**config.mk**
```make
export PLATFORM = sky130hd
export DESIGN_NAME = tep_ctrl
export DESIGN_NICKNAME = d
export VERILOG_FILES = /design/src/rtl/core/tep_pkg.sv /design/src/rtl/core/tep_ctrl.sv
export SDC_FILE = /design/constraint.sdc
export NUM_CORES = 1
export LEC_CHECK = 0
export BUFFER_PORTS_ARGS = -buffer_cell sky130_fd_sc_hd__buf_4
export CELL_PAD_IN_SITES_DETAIL_PLACEMENT = 1
export CELL_PAD_IN_SITES_GLOBAL_PLACEMENT = 2
export CORE_AREA = 5 5 42 44
export CTS_BUF_LIST = sky130_fd_sc_hd__clkbuf_8
export CTS_CLUSTER_SIZE = 25
export DETAILED_ROUTE_END_ITERATION = 8
export DIE_AREA = 0 0 47 49
export PLACE_DENSITY_LB_ADDON = 0.1
export SETUP_SLACK_MARGIN = 0.4
export SYNTH_ARGS = -nofsm -noshare
export SYNTH_HDL_FRONTEND = slang
export SYNTH_SLANG_ARGS = --single-unit
```
**constraint.sdc**
```tcl
create_clock -name clk_i -period 4.3 [get_ports clk_i]
set_input_delay 0.86 -clock clk_i [delete_from_list [all_inputs] [get_ports clk_i]]
set_output_delay 0.86 -clock clk_i [all_outputs]
set_load 0.02 [all_outputs]
```
**src/rtl/core/tep_pkg.sv**
```systemverilog
// Package for the task execution profiler: status codes, operations, states,
// request/result payloads and the command/status structs between controller and datapath.
package tep_pkg;

  typedef enum logic [1:0] {
    OP_ENTER = 2'd0,
    OP_EXIT  = 2'd1,
    OP_READ  = 2'd2,
    OP_NONE  = 2'd3
  } op_e;

  typedef enum logic [2:0] {
    ST_OK        = 3'd0,
    ST_DISABLED  = 3'd1,
    ST_UNKNOWN   = 3'd2,
    ST_NEST_FULL = 3'd3,
    ST_NEST_EMPT = 3'd4,
    ST_TBL_FULL  = 3'd5,
    ST_TOT_OVF   = 3'd6,
    ST_PRE_EXC   = 3'd7
  } status_e;

  typedef enum logic [1:0] {
    CS_IDLE = 2'd0,
    CS_LOOK = 2'd1,
    CS_EXEC = 2'd2,
    CS_OUT  = 2'd3
  } ctrl_state_e;

  localparam int unsigned CfgIdxW       = 1;
  localparam logic [CfgIdxW-1:0] CFG_TRACE_EN = 1'b0;
  localparam logic [CfgIdxW-1:0] CFG_COUNT_DN = 1'b1;
  localparam logic [7:0]  TraceIdLimit  = 8'd254;
  localparam logic [31:0] AllOnes       = 32'hFFFF_FFFF;

  typedef struct packed {
    logic [1:0]  operation;
    logic [7:0]  task_id;
    logic [15:0] timestamp;
    logic [7:0]  overflow_count;
  } event_req_t;

  typedef struct packed {
    logic [2:0]  status;
    logic [31:0] min_period;
    logic [31:0] max_period;
    logic [31:0] avg_period;
    logic [31:0] total_exec;
    logic [31:0] exec_count;
    logic [31:0] min_exec;
    logic [31:0] max_exec;
    logic [31:0] trace_total;
  } metrics_rsp_t;

  typedef struct packed {
    logic load;   // capture request, look up the slot
    logic exec;   // apply the update, build the result
  } dp_cmd_t;

  typedef struct packed {
    logic done;
  } dp_sts_t;

endpackage

```
**src/rtl/core/tep_ctrl.sv**
```systemverilog
// Controller for the profiler: sequences capture, lookup, update and output.
// Depends on tep_pkg.
module tep_ctrl (
  input  logic             clk_i,
  input  logic             rst_ni,
  input  logic             in_valid_i,
  output logic             in_ready_o,
  output logic             out_valid_o,
  input  logic             out_ready_i,
  output tep_pkg::dp_cmd_t cmd_o,
  input  tep_pkg::dp_sts_t sts_i
);
  import tep_pkg::*;
  ctrl_state_e state_q, state_d;

  always_ff @(posedge clk_i or negedge rst_ni) begin
    if (!rst_ni) state_q <= CS_IDLE;
    else state_q <= state_d;
  end

  always_comb begin
    state_d     = state_q;
    in_ready_o  = 1'b0;
    out_valid_o = 1'b0;
    cmd_o       = '0;
    case (state_q)
      CS_IDLE: begin
        in_ready_o = 1'b1;
        if (in_valid_i) begin
          cmd_o.load = 1'b1;
          state_d    = CS_LOOK;
        end
      end
      CS_LOOK: state_d = CS_EXEC;
      CS_EXEC: begin
        cmd_o.exec = 1'b1;
        if (sts_i.done) state_d = CS_OUT;
      end
      CS_OUT: begin
        out_valid_o = 1'b1;
        // take the next request in the same cycle the result leaves
        if (out_ready_i) begin
          in_ready_o = 1'b1;
          if (in_valid_i) begin
            cmd_o.load = 1'b1;
            state_d    = CS_LOOK;
          end else begin
            state_d = CS_IDLE;
          end
        end
      end
      default: state_d = CS_IDLE;
    endcase
  end
endmodule

```
* Word-level counts from Yosys, hierarchy flattened
Index checks and enable logic that the tools add are counted.
Operators by class: multiplexer cells 12, reductions and logical operators 2, equal/unequal tests 6
Operator list (number):
- 2-bit case mux with 4 select lines | 1
- 1-bit 2-to-1 mux | 6
- 2-bit 2-to-1 mux | 3
- 2-bit != test (second input constant) | 3
- 2-bit equality test (second input constant) | 2
- 1-bit case mux with 2 select lines | 2
- 3-bit AND reduction | 1
- 2-bit by 1-bit equality test with 1-bit output (second input constant) | 1
- 2-bit zero test | 1
Word-level totals: input bits 5, output and inout port bits 4, register bits after elaboration 2, logic and storage cells 21

* Logic depth before layout (Yosys ltp)
Gate-level depths: netlist of run 1.
depth after elaboration 3, gate-level depth with buffers 5, mapped depth without buffers 5

* Least setup slack after synthesis of run 1
OpenSTA, ideal clock, no wires.
path type input -> output, start input port out_ready_i, end output port cmd_o[1] (netlist bit), cell stages on the path 3, arrival 1.499 ns, path buffers 0, setup slack 1.941 ns, required time 3.440 ns, path through a21oi_1 nor2_1 and2_2
RTL lines:
- start, declared | RTL line tep_ctrl.sv:9 | input logic out_ready_i,
- end, declared | RTL line tep_ctrl.sv:10 | output tep_pkg::dp_cmd_t cmd_o,

==> results.yml, run 1 <==
outcome:
  status: "finished clean"
synthesis:
  yosys_register_bits: 2
  postSynthAreaPerCell_um2: 10.6
  synth_nets: 29
  syn-cell-area_um2: 211
  postSynthCellCount: 20
  synth_warnings: 0
  synth_cell_type_count: 13
  ys_seq_area_share_pct: 23.7
drt:
  wl_um: 502
  first_pass_iters: 1
  avgRoutedWirePerCell_um: 10.7
  drc: 0
  vias_per_cell: 3.89
  vias: 183
  ant_nets: 0
  drt_iter0_markers: 0
final_layout:
  nets: 42
  antenna_cells: 0
  multi_input_area_um2: 154
  largest_reg_flops: 2
  ff_latch_area_um2: 50.0
  area_delta_synth_final_pct: 57.4
  num-fill-cells: 171
  fin_util_pct: 23.8
  top_regs: "state_q: 2 flops"
  layout-drive-gt1-share_pct: 51.6
  largest_register: "state_q"
floorplanning:
  std_cell_rows: 14
  core-area_mm2: 0.00140
  die_y_um: 49
  ios: 9
  initial_core_util_pct: 15.1
  die_w_um: 47
  die_area_mm2: 0.00230
setup_path:
  criticalPathCategory: "in2out"
  crit_top_cell: "buf_4"
  end_kind: "output port"
  cp_max_fo: 2
  cp_slowest_cell: "and2_2"
  cp_top_family: "buffers and inverters"
  timing.rr.end: "state_q[1]"
  r2r_start: "state_q[0]"
  cp_data_required_time_ns: 3.44
  critPathMaxStageDelay_ns: 0.18
  r2r_cells: 5
  worstPathArrival_ns: 1.51
  cp.buffers_inverters: 2
  path_cells: "buf_4 > a21oi_1 > nor2_1 > and2_2 > buf_4"
  critPathLaunchType: "input pin"
  ff2ff_setup_slack_ns: 2.78
timing:
  fin_skew_ns: 0.00106
  final.period_utilization_pct: 55.0
  finalHoldViolCount: 0
  finalSetupViolCount: 0
  setup_ws_ns: 1.93
  fin_setup_tns_ns: 0
  period_needed_ns: 2.37
  slew_viol_final: 0
  tightest_slew_ns: 0.253
  rsz0062_at_grt: "no"
  holdWs_ns: 0.428
  fmax_ghz: 0.423
  slew-limit-headroom_pct: 83.0
cts:
  post-cts-setup-buffer-count: 0
  cts_resized: 0
  cts_hold_buf: 0
  numCtsBuffers: 3
  clock-root-buffer: "clkbuf_8"
  clk_path_buf_depth: 2
  tritoncts: "done"
  clkTransAtPathRegs_ns: 0.03
  cts.sink_count: 2
  insertion_delay_ns: 0.21
  cts.htree.levels: 1
power_and_ir_drop:
  power.density_mw_per_mm2: 858
  swShare_pct: 39.6
  pwr-share-comb_pct: 60.7
  pwr-share-seq_pct: 14.0
  pwr-share-clk_pct: 25.3
  peakVddDrop_mv: 0.271
  p_leak_nw: 0.162
  intPower_uw: 173
  p_switching_uw: 113
place:
  gp_congestion: 0.696
  hpwl_um: 420
  dp_slack_ns: 1.92
  port_buffers: 8
grt:
  grt_max_degree: 6
  grt_pass1_vias: 222
  grt_pass1_wl_um: 897
  grt_antenna_before_repair: 0
  overflow: 0
  grt_use_total_pct: 5.56
job:
  maxCapViolations: 0
worst_hold_path:
  min_path_type: "in2async"
==> power by group through the flow <==
| stage | Clock, mW | Combinational, mW | Sequential [mW] |
|---|---|---|---|
| after floorplan | 0 | 0.123 | 0.0377 |
| after global placement | 0 | 0.178 | 0.0406 |
| after detailed placement | 0 | 0.176 | 0.0408 |
| after CTS | 0.0752 | 0.177 | 0.0406 |
| after global routing | 0.0777 | 0.191 | 0.0418 |
| final | 0.0724 | 0.173 | 0.0399 |
==> how the worst max path moves through the flow <==
stage / to / slack [ns] / cells after the start / from
2_1_floorplan: cmd_o[1] / 1.94 / 3 / out_ready_i
3_3_place_gp: cmd_o[1] / 1.94 / 5 / out_ready_i
3_5_place_dp: cmd_o[1] / 1.92 / 5 / out_ready_i
4_1_cts: cmd_o[1] / 1.93 / 5 / out_ready_i
5_1_grt: cmd_o[1] / 1.90 / 5 / out_ready_i
6_report: cmd_o[1] / 1.93 / 5 / out_ready_i
==> kinds of logic after synthesis <==
logic type / count (synthesis) / synth area share (%)
AO/OA/AOI/OAI: 3 / 10.1
flip-flops: 2 / 23.7
buffers and inverters: 2 / 3.55
multiplexers: 1 / 5.33
adder cells (fa/ha/maj): 4 / 23.7
AND/OR/NAND/NOR: 8 / 33.7
==> placed cells by master, fill, tap and decap left out <==
cell and instances:
inv_1 2, mux2_1 1, and2_2 1, clkbuf_8 3
a21oi_1 1, nor2_1 2, a2bb2oi_1 1, nor4_2 1
nor2b_1 1, ha_1 4, a211oi_1 1, nor2b_4 2
dfrtp_1 2, buf_4 8, nor3_2 1
==> area by class of cell <==
type	count	area share, %
Tap cell	16	6.02
Sequential cell	2	15.0
Multi-Input combinational cell	16	46.2
Timing Repair Buffer	8	18.0
Clock buffer	3	12.4
Inverter	2	2.26
==> stage by stage <==
stage	power [mW]	instances	instance area, um2
4_1_cts	0.293	47	333
2_1_floorplan	0.161	20	211
3_3_place_gp	0.219	44	292
6_report	0.286	47	333
3_5_place_dp	0.216	44	292
5_1_grt	0.310	47	333
==> worst reg2reg max path, stage by stage, from the launching register on <==
cell     delay, ns
dfrtp_1       0.36
inv_1         0.09
ha_1          0.22
nor2b_4       0.14
nor3_2        0.23
mux2_1        0.35
==> metal layers <==
metal	share of wire (%)	global-route usage, %
met5	0	0
met4	0	5.53
met3	10	1.48
met2	52	8.60
met1	38	5.47
==> Yosys cell counts (all sizes together) <==
cell	number	area [um2]
ha	4	50.1
nor2b	3	33.8
dfrtp	2	50.1
inv	2	7.51
nor2	2	7.51
a211oi	1	7.51
a21oi	1	5.00
a2bb2oi	1	8.76
and2	1	7.51
mux2	1	11.3
nor3	1	10.0
nor4	1	12.5
Power figures use the tool's default switching activity.
==> inputs of run 2 (changes only) <==
clock period = 2.3 ns   (was 4.3 ns; I/O delays follow)
==> run 2 against run 1 <==
  * Sequential share of layout area is 0.80 points lower
  * Sequential cell count stayed put
  * Hold slack got worse by 0.40 ns
  * Sequential power up 85%
  * Critical path depth is the same
  * Final area grew 5.6%
  * Setup slack got worse by 1.5 ns
  * Combinational power rose by 110%
  * Clock power grew 91%
  * Total power grew 100%
  * Register-to-register slack worse by 2.0 ns
  * Critical path type is now reg2out
  * Critical endpoint unchanged
  * Largest power group unchanged
  * Highest routed layer unchanged
==> results.yml, run 2 (synthesized netlist as in run 1, its figures left out) <==
outcome:
  status: "finished clean"
grt:
  grt_pass1_wl_um: 821
  grt_max_degree: 6
  grt_pass1_vias: 201
  grt_antenna_before_repair: 0
  overflow: 0
  grt_use_total_pct: 5.21
drt:
  vias_per_cell: 3.79
  first_pass_iters: 1
  vias: 182
  wl_um: 531
  avgRoutedWirePerCell_um: 11.1
  ant_nets: 0
  drc: 0
  drt_iter0_markers: 0
cts:
  clock-root-buffer: "clkbuf_8"
  tritoncts: "done"
  cts.sink_count: 2
  insertion_delay_ns: 0.21
  clk_path_buf_depth: 2
  clkTransAtPathRegs_ns: 0.03
  cts.htree.levels: 1
  numCtsBuffers: 3
place:
  postPlaceCellArea_um2: 292
  gp_congestion: 0.662
  port_buffers: 8
  hpwl_um: 408
power_and_ir_drop:
  pwr-share-comb_pct: 62.9
  power.density_mw_per_mm2: 1620
  pwr-share-seq_pct: 13.0
  p_leak_nw: 0.162
  pwr-share-clk_pct: 24.2
  intPower_uw: 346
  p_switching_uw: 225
  fin_total_pwr_uw: 570
  swShare_pct: 39.4
  peakVddDrop_mv: 0.667
timing:
  fmax_ghz: 0.546
  final.period_utilization_pct: 79.6
  fin_setup_tns_ns: 0
  slew_viol_final: 0
  fin_skew_ns: 0.00102
  rsz0062_at_grt: "no"
  tightest_slew_ns: 0.233
  period_needed_ns: 1.83
  finalHoldViolCount: 0
  slew-limit-headroom_pct: 84.3
  finalSetupViolCount: 0
floorplanning:
  die_y_um: 49
  initial_core_util_pct: 15.1
  ios: 9
  die_w_um: 47
  std_cell_rows: 14
  core-area_mm2: 0.00140
  die_area_mm2: 0.00230
final_layout:
  fin_area_um2: 352
  final_common_cell: "buf_4"
  nets: 43
  layout-drive-gt1-share_pct: 68.8
  largest_register: "state_q"
  fin_util_pct: 25.1
  final_cell_mix: "buf_4 (9), clkbuf_8 (3)"
  area_delta_synth_final_pct: 66.3
  largest_reg_flops: 2
  antenna_cells: 0
  top_regs: "state_q: 2 flops"
  num-fill-cells: 169
worst_hold_path:
  min_path_type: "in2async"
job:
  maxCapViolations: 0
setup_path:
  end_kind: "output port"
  critPathLaunchType: "register"
  worstPathArrival_ns: 1.37
  path_cells: "inv_1 > ha_2 > nor2_2 > and2_2 > buf_4"
  criticalPathCategory: "reg2out"
  cp_data_required_time_ns: 1.84
  critPathMaxStageDelay_ns: 0.38
  cp_slowest_cell: "dfrtp_1"
  cp_max_fo: 4
run 2: cell count changes in the layout (fill, tap and decap cells not counted), sizes merged:
cell,previous run,this run
buf,8,9
run 2: area by class of cell:
type / instances / area [um2] / share of cell area (%)
Sequential cell: 2 / 50.0 / 14.2
Clock buffer: 3 / 41.3 / 11.7
Multi-Input combinational cell: 16 / 165 / 47.0
Timing Repair Buffer: 9 / 67.6 / 19.2
Inverter: 2 / 7.51 / 2.14
Tap cell: 16 / 20.0 / 5.69
run 2: worst max-delay path: cells and delay by family, from the launching register on:
family	cells	cell delay (ns)
simple gates	2	0.22
buf+inv	2	0.23
fa+ha+maj	1	0.34
flops	1	0.38
run 2: power groups by stage:
stage                     combinational, mW  clock, mW  sequential, mW
final                                 0.358      0.138          0.0739
after global routing                  0.388      0.146          0.0766
after floorplan                       0.230          0          0.0704
after CTS                             0.328      0.143          0.0749
after detailed placement              0.326          0          0.0752
after global placement                0.331          0          0.0768
run 2: repair_timing:
| action | CTS | global route |
|---|---|---|
| hold buffers | 0 | 0 |
| setup buffers | 0 | 1 |
| gates resized for setup | 0 | 5 |
| setup endpoints to repair | 0 | 1 |
run 2: through the flow:
stage          setup slack (ns)  instances  hold slack [ns]
2_1_floorplan             0.456         20            0.164
3_3_place_gp              0.631         44            0.242
3_5_place_dp              0.629         44            0.242
4_1_cts                   0.407         47           0.0192
5_1_grt                   0.400         48           0.0208
6_report                  0.468         48           0.0257
run 2: worst paths after layout:
| check | cells past startpoint | slack [ns] | from | to |
|---|---|---|---|---|
| max | 5 | 0.47 | state_q[1] | cmd_o[1] |
| min | 1 | 0.03 | rst_ni | state_q[0] |
| max reg2reg | 5 | 0.78 | state_q[1] | state_q[1] |
| min reg2reg | 1 | 0.56 | state_q[1] | state_q[1] |
| max in group asynchronous | 1 | 2.19 | rst_ni | state_q[1] |
| min in group clk_i | 1 | 0.56 | state_q[1] | state_q[1] |
run 2: layer usage:
metal | vias up | wire [um] | track usage [%]
met5 | - | 0 | 0
met4 | 0 | 0 | 5.53
met3 | 0 | 57 | 1.85
met2 | 6 | 259 | 7.69
met1 | 84 | 215 | 5.05
li1 | 92 | - | -
